--- config.mk ---
export PLATFORM = sky130hd
export DESIGN_NAME = fbpa_divider
export DESIGN_NICKNAME = d
export VERILOG_FILES = /design/src/rtl/fixed_block_pool_allocator_top_macros.svh /design/src/rtl/fbpa_pkg.sv /design/src/rtl/fbpa_divider.sv
export SDC_FILE = /design/constraint.sdc
export NUM_CORES = 1
export LEC_CHECK = 0
export ABC_AREA = 1
export BUFFER_PORTS_ARGS = -buffer_cell sky130_fd_sc_hd__buf_2
export CORE_ASPECT_RATIO = 0.5
export CORE_MARGIN = 5
export CORE_UTILIZATION = 50
export CTS_CLUSTER_SIZE = 16
export DETAILED_ROUTE_END_ITERATION = 7
export HOLD_SLACK_MARGIN = 0.08
export PLACE_DENSITY = 0.78
export SYNTH_ARGS = -nofsm -noshare
export SYNTH_HDL_FRONTEND = slang
export SYNTH_SLANG_ARGS = --single-unit
--- constraint.sdc ---
create_clock -name clock -period 6.98 [get_ports clock]
set_input_delay 0.349 -clock clock [delete_from_list [all_inputs] [get_ports clock]]
set_output_delay 0.349 -clock clock [all_outputs]
set_load 0.02 [all_outputs]
--- src/rtl/fixed_block_pool_allocator_top_macros.svh ---
// Assertion macros for the fixed block pool allocator.
// Used by fixed_block_pool_allocator_top; no other dependencies.
`ifndef FIXED_BLOCK_POOL_ALLOCATOR_TOP_MACROS_SVH
`define FIXED_BLOCK_POOL_ALLOCATOR_TOP_MACROS_SVH

// same-cycle implication, disabled in reset
`define FBPA_ASSERT_NOW(label, clk, rst, ante, cons, msg) \
   label: assert property (@(posedge clk) disable iff (rst) (ante) |-> (cons)) \
      else $error(msg);

// next-cycle implication, disabled in reset
`define FBPA_ASSERT_NEXT(label, clk, rst, ante, cons, msg) \
   label: assert property (@(posedge clk) disable iff (rst) (ante) |=> (cons)) \
      else $error(msg);

`endif

--- src/rtl/fbpa_pkg.sv ---
// Shared types and constants of the fixed block pool allocator.
// No dependencies; imported by every module of the block.
`default_nettype none

package fbpa_pkg;

   localparam int ADDR_W        = 48;
   localparam int SIZE_W        = 17;
   localparam int COUNT_W       = 11;
   localparam int REQ_W         = 32;
   localparam int LEN_W         = 32;
   localparam int DIV_Q_W       = 11;
   localparam int PROD_W        = SIZE_W + DIV_Q_W;
   localparam int CSR_IDX_W     = 2;
   localparam int SIZE_WHEN_ZERO = 2048;
   localparam int RESET_SIZE    = 2048;
   localparam int RESET_COUNT   = 1024;

   localparam logic [CSR_IDX_W-1:0] CSR_POOL_BASE   = 2'd0;
   localparam logic [CSR_IDX_W-1:0] CSR_BLOCK_BYTES = 2'd1;
   localparam logic [CSR_IDX_W-1:0] CSR_BLOCK_COUNT = 2'd2;

   typedef enum logic [1:0] {
      ACT_ALLOC = 2'd0,
      ACT_FREE  = 2'd1,
      ACT_QUERY = 2'd2,
      ACT_NONE  = 2'd3
   } action_type;

   typedef enum logic [2:0] {
      ST_OK            = 3'd0,
      ST_NO_BLOCK      = 3'd1,
      ST_SIZE_MISMATCH = 3'd2,
      ST_OUT_OF_RANGE  = 3'd3,
      ST_STACK_FULL    = 3'd4
   } status_type;

   typedef struct packed {
      logic               pop;
      logic               push;
      logic               refill;
      logic [COUNT_W-1:0] refill_count;
   } stack_cmd_type;

   typedef struct packed {
      logic empty;
      logic full;
   } stack_stat_type;

endpackage

`default_nettype wire

--- src/rtl/fbpa_divider.sv ---
// Restoring divider, one quotient bit per cycle, for the block number of a free.
// Depends on fbpa_pkg.
`default_nettype none

module fbpa_divider (
   input  logic                          clock,
   input  logic                          reset,
   input  logic                          start,
   input  logic [fbpa_pkg::PROD_W-1:0]   dividend,
   input  logic [fbpa_pkg::SIZE_W-1:0]   divisor,
   output logic                          done,
   output logic [fbpa_pkg::DIV_Q_W-1:0]  quotient
);
   import fbpa_pkg::*;

   localparam int CNT_W = $clog2(DIV_Q_W);

   logic [PROD_W-1:0]  rem_ff, rem_in;
   logic [PROD_W-1:0]  dsr_ff, dsr_in;
   logic [DIV_Q_W-1:0] quo_ff, quo_in;
   logic [CNT_W-1:0]   cnt_ff, cnt_in;
   logic               active_ff, active_in;
   logic               done_ff, done_in;

   always_comb begin
      rem_in    = rem_ff;
      dsr_in    = dsr_ff;
      quo_in    = quo_ff;
      cnt_in    = cnt_ff;
      active_in = active_ff;
      done_in   = 1'b0;
      if (start) begin
         rem_in    = dividend;
         dsr_in    = PROD_W'({divisor, {(DIV_Q_W-1){1'b0}}});
         cnt_in    = CNT_W'(DIV_Q_W - 1);
         active_in = 1'b1;
      end else if (active_ff) begin
         if (rem_ff >= dsr_ff) begin
            rem_in = rem_ff - dsr_ff;
            quo_in = {quo_ff[DIV_Q_W-2:0], 1'b1};
         end else begin
            quo_in = {quo_ff[DIV_Q_W-2:0], 1'b0};
         end
         dsr_in = dsr_ff >> 1;
         cnt_in = cnt_ff - CNT_W'(1);
         if (cnt_ff == '0) begin
            active_in = 1'b0;
            done_in   = 1'b1;
         end
      end
   end

   always_ff @(posedge clock) begin
      if (reset) begin
         active_ff <= 1'b0;
         done_ff   <= 1'b0;
      end else begin
         active_ff <= active_in;
         done_ff   <= done_in;
      end
   end

   always_ff @(posedge clock) begin
      rem_ff <= rem_in;
      dsr_ff <= dsr_in;
      quo_ff <= quo_in;
      cnt_ff <= cnt_in;
   end

   assign done     = done_ff;
   assign quotient = quo_ff;

endmodule

`default_nettype wire

Yosys cells after proc, flatten, opt, wreduce, memory -nomap -nowiden
Cells that the tools add are included.
{"block": "totals", "regBits": 72, "latchBits": 0, "ram_bits": 0, "rom_bits": 0, "in_bits": 48, "output_inout_bits": 12, "wordCells": 28, "n_memories": 0}
{"block": "classes", "add_sub_neg": 2, "n_mul": 0, "n_div": 0, "n_lt_le_gt_ge": 1, "n_eq_ne": 0, "n_shift": 0, "mux": 10, "n_bitwise": 2, "n_reduce_logical": 6}
{"cell": "$mux W28", "n": 3}
{"cell": "$mux W27", "n": 2}
{"cell": "$ge A28 B27 Y1", "n": 1}
{"cell": "$sub A28 B27 Y28", "n": 1}
{"cell": "$mux W1", "n": 5}
{"cell": "$logic_not A4 Y1", "n": 1}
{"cell": "$reduce_and A2 Y1", "n": 2}
{"cell": "$reduce_bool A2 Y1", "n": 2}
{"cell": "$sub A4 B1 Y4 const B", "n": 1}
{"cell": "$reduce_or A3 Y1", "n": 1}
{"cell": "$not A1 Y1", "n": 2}

Longest topological paths before layout
{"block": "depth", "word_depth": 4, "depth_mapped": 14, "ltp_nobuf": 14}

Worst setup path after synthesis
No wires, ideal clock.
{"block": "synth_path", "kind": "register to register", "from": "register rem_ff[0]", "to": "register rem_ff[0], enable pin", "setup_ps": 451, "arrival_time_ps": 2079, "t_required_ps": 6529, "setup_slack_ps": 4450, "path_stages_with_launch": 15, "n_path_buf": 0, "synth_period_minus_slack_ps": 2530, "cell_sequence": "edfxtp_1 > inv_1 > ha_1 > inv_1 > fa_1 > nand2_1 > nand3_1 > nand3_2 > nand2_2 > nand2_2 > nand2_2 > nand2_1 > nand3_2 > nand2_1 > nand2_1"}
{"block": "synth_between", "elab_chain_len": 3}
{"element": "from (decl)", "line_no": "fbpa_divider.sv:18", "source": "logic [PROD_W-1:0] rem_ff, rem_in;"}
{"element": "from (signal assigned)", "line_no": "fbpa_divider.sv:64", "source": "rem_ff <= rem_in;"}
{"element": "$ge A28 B27 Y1", "line_no": "fbpa_divider.sv:38", "source": "if (rem_ff >= dsr_ff) begin"}
{"element": "$reduce_bool A2 Y1 (no source line)"}
{"element": "$reduce_and A2 Y1 (no source line)"}
No other way between the ends.
A chain may end at the register's enable or synchronous reset.

Worst setup path in the final report
{"block": "layout_path", "from": "input port start", "to": "register rem_ff[18], enable pin"}
{"block": "layout_between", "elab_chain_len": 2, "word_cells_on_any_way": 3, "cone_classes": "3 x reduce/logical"}
{"element": "from (decl)", "line_no": "fbpa_divider.sv:8", "source": "input logic start,"}
{"element": "$reduce_bool A2 Y1 (no source line)"}
{"element": "$reduce_and A2 Y1 (no source line) (*)"}
Mark *: on every way between the ends. The rest lies on a longest branch, timed or not.

==> metrics.md <==
| Metric | Value |
|---|---|
| Outcome | `finished, final reports clean` |
| Max-cap violations | `0` |
| Most common flop cell mapped by yosys | `edfxtp_1` |
| Worst relative slew slack | `between 30% and 40%` |
| Ranking of synthesized cells by area | `edfxtp_1 34%, nand2_1 20%, inv_1 9.7%` |
| Final WL | `12.0 mm` |
| Worst skew pair latency | `between 0.3 and 0.4 ns` |
| Layout filler cell count | `between 900 and 1000` |
| IO buf count | `slightly below 60` |
| Area growth syn-to-layout | `14.4%` |
| Achievable Freq | `roughly 0.3 GHz` |
| Worst Path Class, Setup | `in -> reg` |
| DP Wirelength | `9.03 mm` |
| Post-synth EDFFs | `56` |
| Total gr overflow | `0` |
| CP max stage cell | `clkinv_1` |
| CP Capture Type | `register` |
| TritonCTS clock tree | `yes` |
| Critical Path RT | `around 7.0 ns` |
| Worst hold path type | `in -> reg` |
| Critical register-to-register path startpoint | `rem_ff[0]` |
| # DRC | `0` |
| # diodes | `0` |
| Die X-Extent | `151 µm` |
| Final Critical Period | `approximately 3.3 ns` |
| Num rows | `25` |
| Starting Density | `between 50 and 60%` |
| Ys Warns | `0` |
| Initial antenna violation count | `0` |
| RSZ-0062 raised after global routing | `no` |
| Sequential area share after synthesis | `40.5%` |
| Nets | `835` |
| Post-Syn Nets | `just under 800` |
| Root buf cell | `clkbuf_16` |
| R2r setup slk | `4.05 ns` |
| Slowest stage delay, CP | `1.02 ns` |
| Cell variety after synth | `34` |
| Worst-path cell chain | `buf_2 -> clkinv_1 -> nand2_1 -> buf_4` |
| Final hold violation count | `0` |
| Reg2reg path depth | `15` |
| Setup_tns | `0 ns` |
| Pwr dens | `286 mW/mm²` |
| Wirelength per Cell | `about 13 µm` |
| Num CTS Buffers | `9` |
| Power, Total | `around 1.6 mW` |
| RR Endpoint | `rem_ff[18]` |
| Maximum vdd drop | `approximately 0.15 mV` |
| Ratio of cells with drive above 1 in the final layout | `roughly 13%` |
| First-pass GRT wire length | `~19 mm` |
| Post-CTS setup buffers | `0` |
| CP startpoint kind | `input pin` |
| Cells after Synth | `between 600 and 700` |
| Largest net degree at the start of global routing | `55` |
| Vias | `4476` |
| DR iter-0 viols | `around 340` |
| Die height | `between 80 and 90 µm` |
| Crit path max fanout | `54` |
| Hold Buf Count CTS | `0` |
| Final Slew Violations | `0` |
| Routed vias/inst | `roughly 5` |
| Static Leak | `2.92 nW` |
| Final setup margin | `3.64 ns` |
| # resized after CTS | `0` |
| Area leader, netlist | `edfxtp_1` |
| Async set-reset flop share out of synthesis | `0%` |
| Cell area after synthesis | `between 0.004 and 0.005 mm²` |
| Synth Register Bits | `72` |
| DRT Pass-1 Iters | `5` |
| Synth top area share | `roughly 34%` |
| Clock transition at path regs | `about 0.06 ns` |
| Sink Count | `slightly above 70` |
| Ports | `60` |
| Tot GR Track Use | `between 20 and 25%` |
| CP Capture Point | `rem_ff[18]` |
| Setup crit start | `start` |
| Vias in the first global route | `roughly 4000` |
| Register Area | `0.00200 mm²` |
| Detail Route Antenna Nets | `0` |
| Htree depth | `3` |
| Final Setup Violations | `0` |
| Core Footprint | `between 0.009 and 0.01 mm²` |
| Buffers from clock root to sink, at most | `2` |
| Final Cycle Share | `approximately 48%` |
| Avg Synthesized Cell Area | `7.09 µm²` |
| DP Worst Slack | `3.34 ns` |
| Hold Worst Slack | `0.182 ns` |
| Multi-input logic area | `0.00239 mm²` |
| Die ar. | `between 0.01 and 0.015 mm²` |
| CP Data Arrival Time | `between 3 and 4 ns` |
| Clock skew | `0.00862 ns` |
| Gp weighted congestion | `between 0.9 and 1` |
| Worst Tran Pin Value | `approximately 0.96 ns` |
## power by group
group	switching [mW]	internal, mW
sequential	0.0179	0.527
combinational	0.398	0.204
clock	0.192	0.280
total	0.608	1.01
## worst max-delay path: cells and delay by family
kind	cells	cell delay, ns
simple gates	1	0.86
buf+inv	3	2.13
## synth_stat cells, drive strengths merged, types with 2 or more instances
cell type / n
nand2: 273
inv: 129
edfxtp: 56
nand3: 48
nor2: 48
ha: 28
o21ai: 26
a21oi: 19
dfxtp: 16
or2: 10
o22ai: 9
nand4: 7
clkbuf: 6
nand3b: 5
and2: 3
buf: 3
nor3: 2
o21bai: 2
xnor2: 2
## metrics by stage
step	std cells	cell area, µm²	utilization [%]
2_1_floorplan	697	4940	-
3_3_place_gp	882	5350	56.1
3_5_place_dp	882	5350	56.1
4_1_cts	898	5650	59.3
5_1_grt	898	5650	59.3
6_report	898	5650	59.3
## sequential cells by signal (all words and copies together) (netlist names)
signal / flops
rem_ff: 28
done: 1
quotient: 11
cnt_ff: 4
active_ff: 1
dsr_ff: 27
## metal layers
layer	GRT usage (%)	up-vias	wire, µm
met5	0	-	0
met4	4.25	0	107
met3	4.17	11	730
met2	31.6	124	5040
met1	29.9	2021	6100
li1	-	2320	-
## cell families (layout without fill, tap and decap cells)
logic type	count (synthesis)	after routing	share of synthesized area, %
compound gates	57	57	6.30
xor+xnor	2	2	0.354
fa+ha+maj	29	29	7.49
buf+inv	140	206	11.1
flops	72	72	40.5
simple gates	397	397	34.2
## layout by cell type (no fill, tap or decap), types with 2 or more instances in the layout
cell type    n
nand2_2      7
nand3_1     44
inv_6        3
buf_2       59
nor2_1      44
nand4_1      7
or2_1        4
xnor2_1      2
a21oi_1     17
nand2_1    266
clkbuf_16    9
nor2_4       4
o21bai_1     2
clkinv_2     2
nand3_2      4
nor3_1       2
ha_1        28
nand3b_1     5
o22ai_1      9
edfxtp_1    56
dfxtp_1     16
inv_1      128
o21ai_0     25
and2_1       3
or2_2        5
a21oi_2      2
## area by class of cell
class                           instances  share of cell area, %
Multi-Input combinational cell        485                   42.3
Tap cell                              135                   2.99
Clock inverter                          7                   1.33
Sequential cell                        72                   35.4
Inverter                              130                   8.63
Timing Repair Buffer                   60                   5.36
Clock buffer                            9                   3.98
## how the worst min path moves through the flow
stage	slack, ns	end	from	cells after the start
4_1_cts	0.18	done	reset	2
3_5_place_dp	0.44	quotient[10]	quotient[9]	0
3_3_place_gp	0.43	quotient[1]	quotient[0]	0
2_1_floorplan	0.43	done	reset	1
5_1_grt	0.18	done	reset	2
6_report	0.18	done	reset	2
Note: power is estimated with default switching activity, not from simulation.
